`src/rtl/core/rsnh_pkg.sv`:
```
// shared types and constants for the ray / sphere nearest-hit block
`timescale 1ns / 1ps
`default_nettype none
package rsnh_pkg;

  // fixed point format of coordinates and direction
  localparam int FRAC_BITS  = 16;
  localparam int CFG_W      = 21;
  localparam int ROOT_ITERS = 21;
  localparam int CNT_W      = 5;

  // configuration register indexes
  localparam logic CFG_SPHERE_RADIUS = 1'b0;
  localparam logic CFG_BODY_HEIGHT   = 1'b1;

  localparam logic [CFG_W-1:0] RADIUS_RST = 21'd32768;
  localparam logic [CFG_W-1:0] HEIGHT_RST = 21'd117965;

  // request kinds
  localparam logic REQ_RAY    = 1'b0;
  localparam logic REQ_TARGET = 1'b1;

  typedef enum logic [2:0] {
    ZONE_HEAD    = 3'd0,
    ZONE_CHEST   = 3'd1,
    ZONE_STOMACH = 3'd2,
    ZONE_L_ARM   = 3'd3,
    ZONE_R_ARM   = 3'd4,
    ZONE_L_LEG   = 3'd5,
    ZONE_R_LEG   = 3'd6
  } zone_t;

  typedef enum logic [3:0] {
    OP_NONE,
    OP_LOAD_RAY,
    OP_LOAD_TGT,
    OP_SUB,
    OP_DOT,
    OP_P,
    OP_V,
    OP_SQ,
    OP_R2,
    OP_ROOT,
    OP_T,
    OP_HP,
    OP_COMMIT,
    OP_OUT
  } dp_op_t;

  typedef enum logic [3:0] {
    ST_IDLE,
    ST_SUB,
    ST_DOT,
    ST_P,
    ST_V,
    ST_SQ,
    ST_R2,
    ST_ROOT,
    ST_T,
    ST_HP,
    ST_COMMIT,
    ST_ZONE
  } state_t;

  typedef struct packed {
    dp_op_t     op;
    logic [1:0] idx;
  } dp_cmd_t;

  typedef struct packed {
    logic cand_ok;  // candidate id is neither zero nor the shooter
    logic v_out;    // closest approach component beyond radius
    logic r2_neg;   // closest approach beyond radius
    logic t_bad;    // hit distance negative or farther than current
  } dp_status_t;

endpackage
`default_nettype wire

```
`src/rtl/core/rsnh_ctrl.sv`:
```
// sequencer for the intersection steps and the result handshake
`timescale 1ns / 1ps
`default_nettype none
module rsnh_ctrl (
  input  wire                  clk,
  input  wire                  rst_n,
  input  wire                  in_valid,
  output logic                 in_ready,
  input  wire                  in_req_type,
  input  wire                  in_last,
  output logic                 out_valid,
  input  wire                  out_ready,
  output rsnh_pkg::dp_cmd_t    cmd,
  input  rsnh_pkg::dp_status_t sts
);

  rsnh_pkg::state_t               state_r, state_nxt;
  logic [rsnh_pkg::CNT_W-1:0]     cnt_r, cnt_nxt;
  logic                           last_r, last_nxt;
  logic                           out_valid_r, out_valid_nxt;
  rsnh_pkg::state_t               fin_st;

  // state registers
  always_ff @(posedge clk) begin
    if (!rst_n) begin
      state_r     <= rsnh_pkg::ST_IDLE;
      cnt_r       <= '0;
      last_r      <= 1'b0;
      out_valid_r <= 1'b0;
    end else begin
      state_r     <= state_nxt;
      cnt_r       <= cnt_nxt;
      last_r      <= last_nxt;
      out_valid_r <= out_valid_nxt;
    end
  end

  assign in_ready  = (state_r == rsnh_pkg::ST_IDLE);
  assign out_valid = out_valid_r;
  assign fin_st    = last_r ? rsnh_pkg::ST_ZONE : rsnh_pkg::ST_IDLE;

  // next state and datapath commands
  always_comb begin
    state_nxt     = state_r;
    cnt_nxt       = cnt_r;
    last_nxt      = last_r;
    out_valid_nxt = out_valid_r && !out_ready;
    cmd.op        = rsnh_pkg::OP_NONE;
    cmd.idx       = cnt_r[1:0];
    unique case (state_r)
      rsnh_pkg::ST_IDLE: begin
        cnt_nxt = '0;
        if (in_valid) begin
          last_nxt = in_last;
          if (in_req_type == rsnh_pkg::REQ_RAY) begin
            cmd.op    = rsnh_pkg::OP_LOAD_RAY;
            state_nxt = in_last ? rsnh_pkg::ST_ZONE : rsnh_pkg::ST_IDLE;
          end else begin
            cmd.op = rsnh_pkg::OP_LOAD_TGT;
            if (sts.cand_ok) begin
              state_nxt = rsnh_pkg::ST_SUB;
            end else begin
              state_nxt = in_last ? rsnh_pkg::ST_ZONE : rsnh_pkg::ST_IDLE;
            end
          end
        end
      end
      rsnh_pkg::ST_SUB: begin
        cmd.op    = rsnh_pkg::OP_SUB;
        state_nxt = rsnh_pkg::ST_DOT;
      end
      rsnh_pkg::ST_DOT: begin
        cmd.op  = rsnh_pkg::OP_DOT;
        cnt_nxt = cnt_r + 1'b1;
        if (cnt_r == 5'd2) begin
          cnt_nxt   = '0;
          state_nxt = rsnh_pkg::ST_P;
        end
      end
      rsnh_pkg::ST_P: begin
        cmd.op    = rsnh_pkg::OP_P;
        state_nxt = rsnh_pkg::ST_V;
      end
      rsnh_pkg::ST_V: begin
        cmd.op  = rsnh_pkg::OP_V;
        cnt_nxt = cnt_r + 1'b1;
        if (sts.v_out) begin
          state_nxt = fin_st;
        end else if (cnt_r == 5'd2) begin
          cnt_nxt   = '0;
          state_nxt = rsnh_pkg::ST_SQ;
        end
      end
      rsnh_pkg::ST_SQ: begin
        cmd.op  = rsnh_pkg::OP_SQ;
        cnt_nxt = cnt_r + 1'b1;
        if (cnt_r == 5'd2) begin
          cnt_nxt   = '0;
          state_nxt = rsnh_pkg::ST_R2;
        end
      end
      rsnh_pkg::ST_R2: begin
        cmd.op    = rsnh_pkg::OP_R2;
        state_nxt = sts.r2_neg ? fin_st : rsnh_pkg::ST_ROOT;
      end
      rsnh_pkg::ST_ROOT: begin
        cmd.op  = rsnh_pkg::OP_ROOT;
        cnt_nxt = cnt_r + 1'b1;
        if (cnt_r == rsnh_pkg::CNT_W'(rsnh_pkg::ROOT_ITERS - 1)) begin
          cnt_nxt   = '0;
          state_nxt = rsnh_pkg::ST_T;
        end
      end
      rsnh_pkg::ST_T: begin
        cmd.op    = rsnh_pkg::OP_T;
        state_nxt = sts.t_bad ? fin_st : rsnh_pkg::ST_HP;
      end
      rsnh_pkg::ST_HP: begin
        cmd.op  = rsnh_pkg::OP_HP;
        cnt_nxt = cnt_r + 1'b1;
        if (cnt_r == 5'd2) begin
          cnt_nxt   = '0;
          state_nxt = rsnh_pkg::ST_COMMIT;
        end
      end
      rsnh_pkg::ST_COMMIT: begin
        cmd.op    = rsnh_pkg::OP_COMMIT;
        state_nxt = fin_st;
      end
      rsnh_pkg::ST_ZONE: begin
        // wait for the output register to free up
        if (!out_valid_r || out_ready) begin
          cmd.op        = rsnh_pkg::OP_OUT;
          out_valid_nxt = 1'b1;
          state_nxt     = rsnh_pkg::ST_IDLE;
        end
      end
      default: state_nxt = rsnh_pkg::ST_IDLE;
    endcase
  end

endmodule
`default_nettype wire

```
`config.mk`:
```
export PLATFORM = sky130hd
export DESIGN_NAME = rsnh_ctrl
export DESIGN_NICKNAME = d
export VERILOG_FILES = /design/src/rtl/core/rsnh_pkg.sv /design/src/rtl/core/rsnh_ctrl.sv
export SDC_FILE = /design/constraint.sdc
export NUM_CORES = 1
export LEC_CHECK = 0
export ABC_AREA = 1
export BUFFER_PORTS_ARGS = -buffer_cell sky130_fd_sc_hd__buf_2
export CAP_MARGIN = 5
export CORE_ASPECT_RATIO = 0.75
export CORE_MARGIN = 5
export CORE_UTILIZATION = 52
export DETAILED_ROUTE_END_ITERATION = 8
export PLACE_DENSITY = 0.78
export SLEW_MARGIN = 20
export SYNTH_ARGS = -nofsm -noshare
export SYNTH_HDL_FRONTEND = slang
export SYNTH_SLANG_ARGS = --single-unit
```
`constraint.sdc`:
```
create_clock -name clk -period 1.78 [get_ports clk]
set_clock_uncertainty 0.1 [all_clocks]
set_input_delay 0.267 -clock clk [delete_from_list [all_inputs] [get_ports clk]]
set_output_delay 0.267 -clock clk [all_outputs]
set_load 0.05 [all_outputs]
```
==> reports/metrics.yaml, run 1 <==
logic_synthesis:
  ys_warn_count: 0
  ys.flop_type: "dfxtp_1"
  synth_nets: 174
  synth_seq_cells: 11
  synth-xor-area-share: 0.0258
  synth_area_sq_um: 1020
  synthAdderAreaFrac: 0.0369
  netlist_instances: 161
  synth-edff-count: 0
  synth_top_family_by_area: "simple AND/OR/NAND/NOR gates"
  synthSimpleGateAreaFrac: 0.516
  synth_compound_area_frac: 0.117
  muxShareOfSynthArea: 0
  synth.avg_cell_area_sq_um: 6.33
  async_reset_ff_frac: 0
  seq_area_frac_synth: 0.216
  yosysUniqueCellTypes: 26
cells_and_area:
  fin_area_sq_um: 1390
  drive_gt1_frac: 0.391
  n_antenna_cell: 0
  fillers: 136
  fin_util: 0.776
  syn_to_final_growth_pct: 36.4
  final_nets: 211
power:
  clockPowerShare: 0.072
  switching_share: 0.572
  power_frac_seq: 0.174
  power_leakage_nw: 0.678
  cellPowerDensity_nw_per_um2: 1900
  p_int_mw: 1.13
  power.switching_mw: 1.51
  ir_drop_v: 0.00182
  power_mw: 2.64
  combPwrFrac: 0.754
min_path:
  hold_path.class: "primary input to flip-flop"
  min_path_cells: 3
floorplanning:
  coreArea_sq_um: 1790
  fp-row-count: 13
  dieHeight_um: 48.3
  die_w_um: 61.1
  initial_core_util: 0.569
  die_area_sq_um: 2950
  ioPinCount: 18
critical_path:
  worstRegToRegCells: 8
  cpMostUsedCell: "buf_4"
  critical_path.max_stage_delay_ps: 390
  path_delay_family: "flip-flops"
  start_kind: "flip-flop"
  crit_chain: "nand2_4 -> buf_4 -> nor2_4 -> a211oi_2 -> o211ai_1 -> buf_4"
  crit_slowest_cell: "dfxtp_4"
  worstSetupPathType: "flip-flop to output pin"
  cp_num_cells: 6
  required_ps: 1410
  path_buf_inv: 2
  end_kind: "output pin"
  worst-path-max-fanout: 6
  arrival_ps: 1470
drt:
  drc: 0
  first_pass_iters: 5
  drtIter0Drc: 114
  num_vias: 1276
  drt_wl_total_mm: 3.30
  routedWlPerCell_um: 15.1
  drtAntennaViolNets: 0
  viasPerCell: 5.83
clocking:
  cts_sinks: 11
  cts_max_path_buffers: 2
  hold_buffers: 0
  cts_tree: "yes"
  cts-root-buf: "clkbuf_4"
  cts_max_level: 1
  clkTransAtPathRegs_ps: 90
  cts-buffers-inserted: 3
  clock_latency_ps: 280
timing:
  worst_slew_pin_slew_ps: 382
  fin_crit_sh: 1.03
  setup_viol: 3
  layout_setup_ws_ps: -52.3
  period_minus_slack_ps: 1830
  drv_slew: 0
  hold_violations: 0
  relSlewSlack: 0.744
  fmax_ghz: 0.546
  rsz0062_at_grt: "yes"
global_route:
  grt_max_degree: 8
  grt_use_total: 0.224
  grt_overflow: 0
  grt_antenna_before_repair: 0
  grt_pass1_wl_mm: 5.04
  grt_pass1_vias: 1059
place:
  dp_hpwl_mm: 2.22
  place_congestion: 0.906
  place_area_sq_um: 1190
  io_buffers: 17
job:
  drv_cap: 0
outcome:
  violations: "negative setup slack"
  status: "finished, violations left"
-- power by group through the flow --
stage	sequential, mW	clock [mW]	combinational (mW)
4_1_cts	0.439	0.191	1.82
2_1_floorplan	0.404	0	1.30
3_3_place_gp	0.408	0	1.66
3_5_place_dp	0.412	0	1.67
5_1_grt	0.468	0.211	2.12
6_report	0.461	0.189	1.99
-- sequential cells by signal (all words and copies together) (netlist names) --
signal and flops:
state_r 4, out_valid 1, last_r 1, cnt_r 5
-- routing by layer --
layer	GRT usage	routed length (um)	vias up
met3	0.0688	373	16
met2	0.290	1380	89
li1	-	-	595
met4	0.0650	94	0
met1	0.342	1450	576
met5	0	0	-
-- cell families (layout without fill, tap and decap cells) --
logic type,Yosys count,count (layout)
flops,11,11
xor+xnor,3,3
compound gates,21,21
buf+inv,22,58
simple gates,101,101
fa+ha+maj,3,3
-- stage by stage --
step	worst slack (ps)	hold slack, ps	setup TNS [ps]	instances
final	-52.3	167	-71.2	219
after global routing	-109	157	-335	219
after CTS	-42.0	160	-107	213
after detailed placement	93.7	389	0	205
after global placement	135	375	0	205
after floorplan	-367	280	-367	161
-- cells in the mapped netlist, types with 2 or more instances --
cell type / instances / area (sq um)
a21oi_1: 8 / 40.0
o21ai_0: 8 / 40.0
o211ai_1: 2 / 15.0
nand3b_1: 3 / 22.5
inv_1: 15 / 56.3
nand3_1: 11 / 55.1
inv_2: 4 / 15.0
nor2_1: 21 / 78.8
nand2_4: 2 / 22.5
dfxtp_1: 11 / 220
nand3_2: 2 / 20.0
nand4_1: 4 / 25.0
buf_4: 2 / 15.0
ha_1: 3 / 37.5
nand2_1: 41 / 154
nand2_2: 6 / 37.5
nor2_4: 4 / 45.0
xor2_1: 2 / 17.5
nor2_2: 5 / 31.3
-- final timing paths --
path                                  from    endpoint  slack [ps]
worst max-delay path            state_r[0]      cmd[2]         -50
worst min-delay path                 rst_n  state_r[0]         170
worst max register to register  state_r[3]    cnt_r[4]         170
worst min register to register    cnt_r[1]    cnt_r[1]         440
-- cells in the final DEF, fill, tap and decap left out, drive strengths merged --
cell type,Yosys,layout
nand4,4,4
xor2,2,2
clkinv,1,1
a21boi,1,1
xnor2,1,1
nand2,49,49
a211oi,1,1
buf,2,33
o2111ai,1,1
dfxtp,11,11
a21oi,8,8
clkbuf,0,5
inv,19,19
nor2,30,30
nor3,1,1
ha,3,3
nand3b,3,3
o211ai,2,2
nand3,14,14
o21ai,8,8
-- what timing repair did --
item	CTS	global route
gates resized for setup	23	9
endpoints found under the setup margin	5	5
pin swaps	6	8
buffers inserted	4	6
-- cell type report --
type	instances	area [sq um]	area share
Clock buffer	4	26.3	0.0189
Tap cell	22	27.5	0.0198
Timing Repair Buffer	34	229	0.165
Multi-Input combinational cell	128	777	0.559
Sequential cell	11	236	0.170
Inverter	20	92.6	0.0667
-- worst register-to-register path: stages, from the launching register on --
cell and delay [ps]:
dfxtp_4 390, buf_4 160, nor2_4 170, nand2_2 130, nand3_4 150, nand2_4 70
nand3_2 120, nand2_1 80, a21oi_1 160
Note: power is estimated with default switching activity, not from simulation.
==> inputs of run 2 (changes only) <==
ABC_AREA = not set   (was 1)
==> reports/metrics.yaml, run 2 <==
logic_synthesis:
  synth.avg_cell_area_sq_um: 8.09
  synth_seq_cells: 11
  netlist_instances: 123
  ys_warn_count: 0
  yosysTopAreaCellShare: 0.221
  synth.area.top_cells: "dfxtp_1 22%, o21ai_0 6.0%, a21oi_1 4.0%"
  synth_nets: 136
  ys.flop_type: "dfxtp_1"
  synth-xor-area-share: 0.00881
  yosys.cell_count.top_type: "o21ai_0"
  synth_common_cells: "12 x o21ai_0, 11 x dfxtp_1, 8 x a21oi_1, 8 x nand2_1"
  synth_largest_area_cell: "dfxtp_1"
  muxShareOfSynthArea: 0
  seq_area_frac_synth: 0.221
  synth-edff-count: 0
  synthAdderAreaFrac: 0.0377
  async_reset_ff_frac: 0
  yosysUniqueCellTypes: 45
  synth_top_family_by_area: "compound AO/OA/AOI/OAI gates"
  synthSimpleGateAreaFrac: 0.267
  synth_area_sq_um: 995
  synth_compound_area_frac: 0.380
cells_and_area:
  fin_area_sq_um: 1650
  syn_to_final_growth_pct: 65.5
  final_nets: 191
  largest_register_ffs: 5
  mostFrequentLayoutCell: "buf_4"
  regMostFlops: "cnt_r"
  n_antenna_cell: 0
  reg_top3: "cnt_r (5), state_r (4)"
  most-common-layout-cells: "34 x buf_4, 12 x buf_2, 12 x buf_6"
  drive_gt1_frac: 0.576
global_route:
  grt_overflow: 0
  grt_pass1_wl_mm: 6.67
  grt_pass1_vias: 1293
  grt_use_total: 0.321
  grt_max_degree: 14
  grt_antenna_before_repair: 0
floorplanning:
  coreArea_sq_um: 1770
  initial_core_util: 0.561
  die_w_um: 60.5
  dieHeight_um: 47.9
  ioPinCount: 18
  fp-row-count: 13
  die_area_sq_um: 2900
drt:
  routedWlPerCell_um: 25.2
  num_vias: 1476
  drt_wl_total_mm: 5.02
  drc: 0
  first_pass_iters: 5
  drtAntennaViolNets: 0
  drtIter0Drc: 210
  viasPerCell: 7.42
timing:
  finalSetupTns_ps: -1670
  hold_violations: 0
  relSlewSlack: 0.767
  drv_slew: 0
  setup_viol: 13
  worst_slew_pin_slew_ps: 348
  whs_ps: 200
  fin_crit_sh: 1.14
  layout_setup_ws_ps: -254
  period_minus_slack_ps: 2030
  fmax_ghz: 0.492
  rsz0062_at_grt: "yes"
clocking:
  cts-root-buf: "clkbuf_4"
  clkTransAtPathRegs_ps: 80
  cts_tree: "yes"
  cts-buffers-inserted: 3
  cts_max_path_buffers: 2
  clock_latency_ps: 290
  cts_max_level: 1
  cts_sinks: 11
critical_path:
  worstRegToRegCells: 10
  ff2ff_setup_slack_ps: -250
  cp-startpoint: "cnt_r[0]"
  end_kind: "flip-flop"
  r2r_start: "cnt_r[0]"
  worst-path-max-fanout: 3
  arrival_ps: 2100
  crit_end: "state_r[2]"
  required_ps: 1850
  worstSetupPathType: "flip-flop to flip-flop"
  start_kind: "flip-flop"
  r2r_end: "state_r[2]"
outcome:
  status: "finished, violations left"
  violations: "negative setup slack"
place:
  place_area_sq_um: 1330
  place_congestion: 0.934
  dp_hpwl_mm: 2.49
  io_buffers: 17
power:
  power_leakage_nw: 0.689
  power_mw: 2.81
  ir_drop_v: 0.00134
  cellPowerDensity_nw_per_um2: 1710
job:
  drv_cap: 0
min_path:
  hold_path.class: "primary input to flip-flop"
## run 2: changes by cell type in the layout (fill, tap and decap cells not counted), sizes merged, moves of 12 or more
| cell | delta |
|---|---|
| nor2 | -23 |
| nand3 | -12 |
| nand2 | -41 |
| buf | +28 |
| inv | -12 |
## run 2: area by class of cell
type                       instances  area (sq um)
clock buffer                       4          26.3
fill                              66           126
inverter                           7          28.8
sequential                        11           235
multi-input combinational         94           833
timing repair buffer              61           495
tap                               22          27.5
## run 2: through the flow
| stage | utilization | std cells | setup WS (ps) |
|---|---|---|---|
| 3_5_place_dp | 0.748 | 184 | -184 |
| 4_1_cts | 0.860 | 194 | -91.0 |
| 6_report | 0.929 | 199 | -254 |
| 2_1_floorplan | - | 123 | -401 |
| 5_1_grt | 0.929 | 199 | -406 |
| 3_3_place_gp | 0.748 | 184 | -77.0 |
## run 2: per-layer routing
layer	global-route usage	share of wire	wire (um)	vias up
li1	-	-	-	576
met1	0.396	0.37	1840	691
met2	0.509	0.43	2180	163
met3	0.119	0.13	667	46
met4	0.139	0.066	329	0
met5	0	0	0	-
## run 2: report_power, final
part / switching, mW / total, mW / internal (mW) / leakage, nW
combinational: 1.18 / 2.22 / 1.04 / 0.581
clock: 0.103 / 0.190 / 0.0873 / 0.0150
sequential: 0.0940 / 0.402 / 0.308 / 0.0929
total: 1.38 / 2.81 / 1.43 / 0.689
## run 2: how the worst min path moves through the flow
stage	from	end	slack (ps)	cells after the start
after floorplan	rst_n	state_r[0]	300	1
after global placement	cnt_r[1]	cnt_r[1]	400	2
after detailed placement	cnt_r[1]	cnt_r[1]	430	2
after CTS	in_last	last_r	160	3
after global routing	rst_n	state_r[0]	200	2
final	in_last	last_r	200	3
## run 2: repair_timing
| item | in CTS | in global routing |
|---|---|---|
| pin swaps | 11 | 12 |
| setup endpoints to repair | 13 | 14 |
| gates cloned | 0 | 0 |
| buffers inserted | 6 | 5 |
| resized for setup | 40 | 22 |
| hold buffers | 0 | 0 |
## run 2: critical path, cell delays in order, from the launching register on
cell	delay, ps
dfxtp_2	330
inv_2	90
ha_4	140
nor4b_4	170
buf_4	180
a211oi_4	40
a2111oi_4	400
buf_4	200
buf_6	100
a21bo_2	120
a21oi_2	40
## run 2: kinds of logic (layout without fill, tap and decap cells)
logic type,count (synthesis),count (layout)
xor+xnor,1,1
fa+ha+maj,3,3
buf+inv,18,72
flops,11,11
compound gates,51,51
simple gates,39,39
==> inputs of run 3 (changes only) <==
CAP_MARGIN = 10   (was 5)
CORE_ASPECT_RATIO = not set   (was 0.75)
REMOVE_ABC_BUFFERS = 1   (was not set)
==> reports/metrics.yaml, run 3 (same netlist as run 2, synthesis figures left out) <==
outcome:
  status: "finished, violations left"
  violations: "negative setup slack"
critical_path:
  r2r_end: "state_r[0]"
  r2r_start: "cnt_r[0]"
  required_ps: 1860
  end_kind: "flip-flop"
  arrival_ps: 2090
  worstRegToRegCells: 9
  ff2ff_setup_slack_ps: -230
  start_kind: "flip-flop"
  worst-path-max-fanout: 7
  worstSetupPathType: "flip-flop to flip-flop"
global_route:
  grt_use_total: 0.332
  grt_antenna_before_repair: 0
  grt_max_degree: 11
  grt_pass1_vias: 1293
  grt_overflow: 0
  grt_pass1_wl_mm: 6.67
timing:
  fmax_ghz: 0.498
  hold_violations: 0
  drv_slew: 0
  period_minus_slack_ps: 2010
  worst_slew_pin_slew_ps: 530
  rsz0062_at_grt: "yes"
  setup_viol: 13
  fin_crit_sh: 1.13
  layout_setup_ws_ps: -227
  relSlewSlack: 0.647
drt:
  viasPerCell: 7.50
  drc: 0
  num_vias: 1507
  drt_wl_total_mm: 5.46
  first_pass_iters: 6
  routedWlPerCell_um: 27.2
  drtAntennaViolNets: 0
  drtIter0Drc: 135
cells_and_area:
  most-common-layout-cells: "27 x buf_4, 19 x buf_6, 12 x buf_2"
  seqCellArea_sq_um: 234
  fillers: 48
  regMostFlops: "cnt_r"
  fin_area_sq_um: 1680
  drive_gt1_frac: 0.591
  reg_top3: "cnt_r (5), state_r (4)"
  final_nets: 190
  multi_input_area_sq_um: 851
  syn_to_final_growth_pct: 68.4
  fin_util: 0.950
  mostFrequentLayoutCell: "buf_4"
  largest_register_ffs: 5
  n_antenna_cell: 0
clocking:
  clkTransAtPathRegs_ps: 80
  clock_latency_ps: 290
  cts_tree: "yes"
  cts_sinks: 11
  cts-buffers-inserted: 3
  cts_max_path_buffers: 2
  cts-root-buf: "clkbuf_4"
  cts_max_level: 1
place:
  dp_hpwl_mm: 2.36
  io_buffers: 17
  place_congestion: 0.914
  place_area_sq_um: 1300
min_path:
  worstHoldEndpoint: "cnt_r[0]"
  min_path_cells: 3
  hp-start: "rst_n"
  hold_path.class: "primary input to flip-flop"
job:
  drv_cap: 0
floorplanning:
  die_w_um: 53.7
  coreArea_sq_um: 1760
  initial_core_util: 0.564
  fp-row-count: 15
  ioPinCount: 18
  dieHeight_um: 53.7
  die_area_sq_um: 2890
power:
  cellPowerDensity_nw_per_um2: 1680
  ir_drop_v: 0.00139
  power_leakage_nw: 0.704
run 3: through the flow:
stage	setup TNS, ps	hold WS (ps)	setup WS [ps]	cells	total power [mW]
5_1_grt	-2580	197	-294	201	2.90
6_report	-1820	194	-227	201	2.81
2_1_floorplan	-4890	300	-1210	112	1.24
3_5_place_dp	-609	442	-112	187	1.78
4_1_cts	-380	157	-106	198	2.37
3_3_place_gp	-64.3	416	-37.6	187	1.74
run 3: area by class of cell:
cell class / count / share of cell area
Clock buffer: 4 / 0.0157
Inverter: 7 / 0.0157
Multi-Input combinational cell: 94 / 0.508
Sequential cell: 11 / 0.140
Tap cell: 25 / 0.0187
Timing Repair Buffer: 60 / 0.302
run 3: per-layer routing:
| layer | global-route usage | vias up | wire [um] | part of all wire |
|---|---|---|---|---|
| li1 | - | 575 | - | - |
| met5 | 0 | - | 0 | 0 |
| met1 | 0.418 | 683 | 1860 | 0.34 |
| met2 | 0.524 | 189 | 2320 | 0.42 |
| met4 | 0.162 | 0 | 472 | 0.086 |
| met3 | 0.0803 | 60 | 805 | 0.15 |
run 3: what timing repair did:
item / in CTS / in global routing
gates resized for setup: 57 / 18
cloned: 0 / 0
hold buffers: 0 / 0
endpoints found under the setup margin: 14 / 14
pin swaps: 21 / 11
setup buffers: 7 / 4
run 3: worst max-delay path by stage:
stage                from          to  slack, ps  cells after the start
6_report         cnt_r[0]  state_r[0]       -230                      9
5_1_grt          cnt_r[0]  state_r[0]       -290                      9
4_1_cts        state_r[0]      cmd[2]       -110                      5
3_5_place_dp   state_r[2]    cnt_r[4]       -110                      7
3_3_place_gp     cnt_r[0]  state_r[1]        -40                      8
2_1_floorplan  state_r[1]      cmd[2]      -1210                      3
run 3: critical path: stages, from the launching register on:
cell and delay [ps]:
dfxtp_2 330, inv_2 80, ha_4 130, nor4b_4 230, buf_4 190, a211oi_4 40, a2111oi_4 290, buf_6 190
nand4_1 130, o211a_1 170
run 3: power by group:
part	internal, mW	switching (mW)	leakage, nW
combinational	1.00	1.24	0.596
clock	0.0873	0.104	0.0150
sequential	0.307	0.0681	0.0931
total	1.40	1.41	0.704
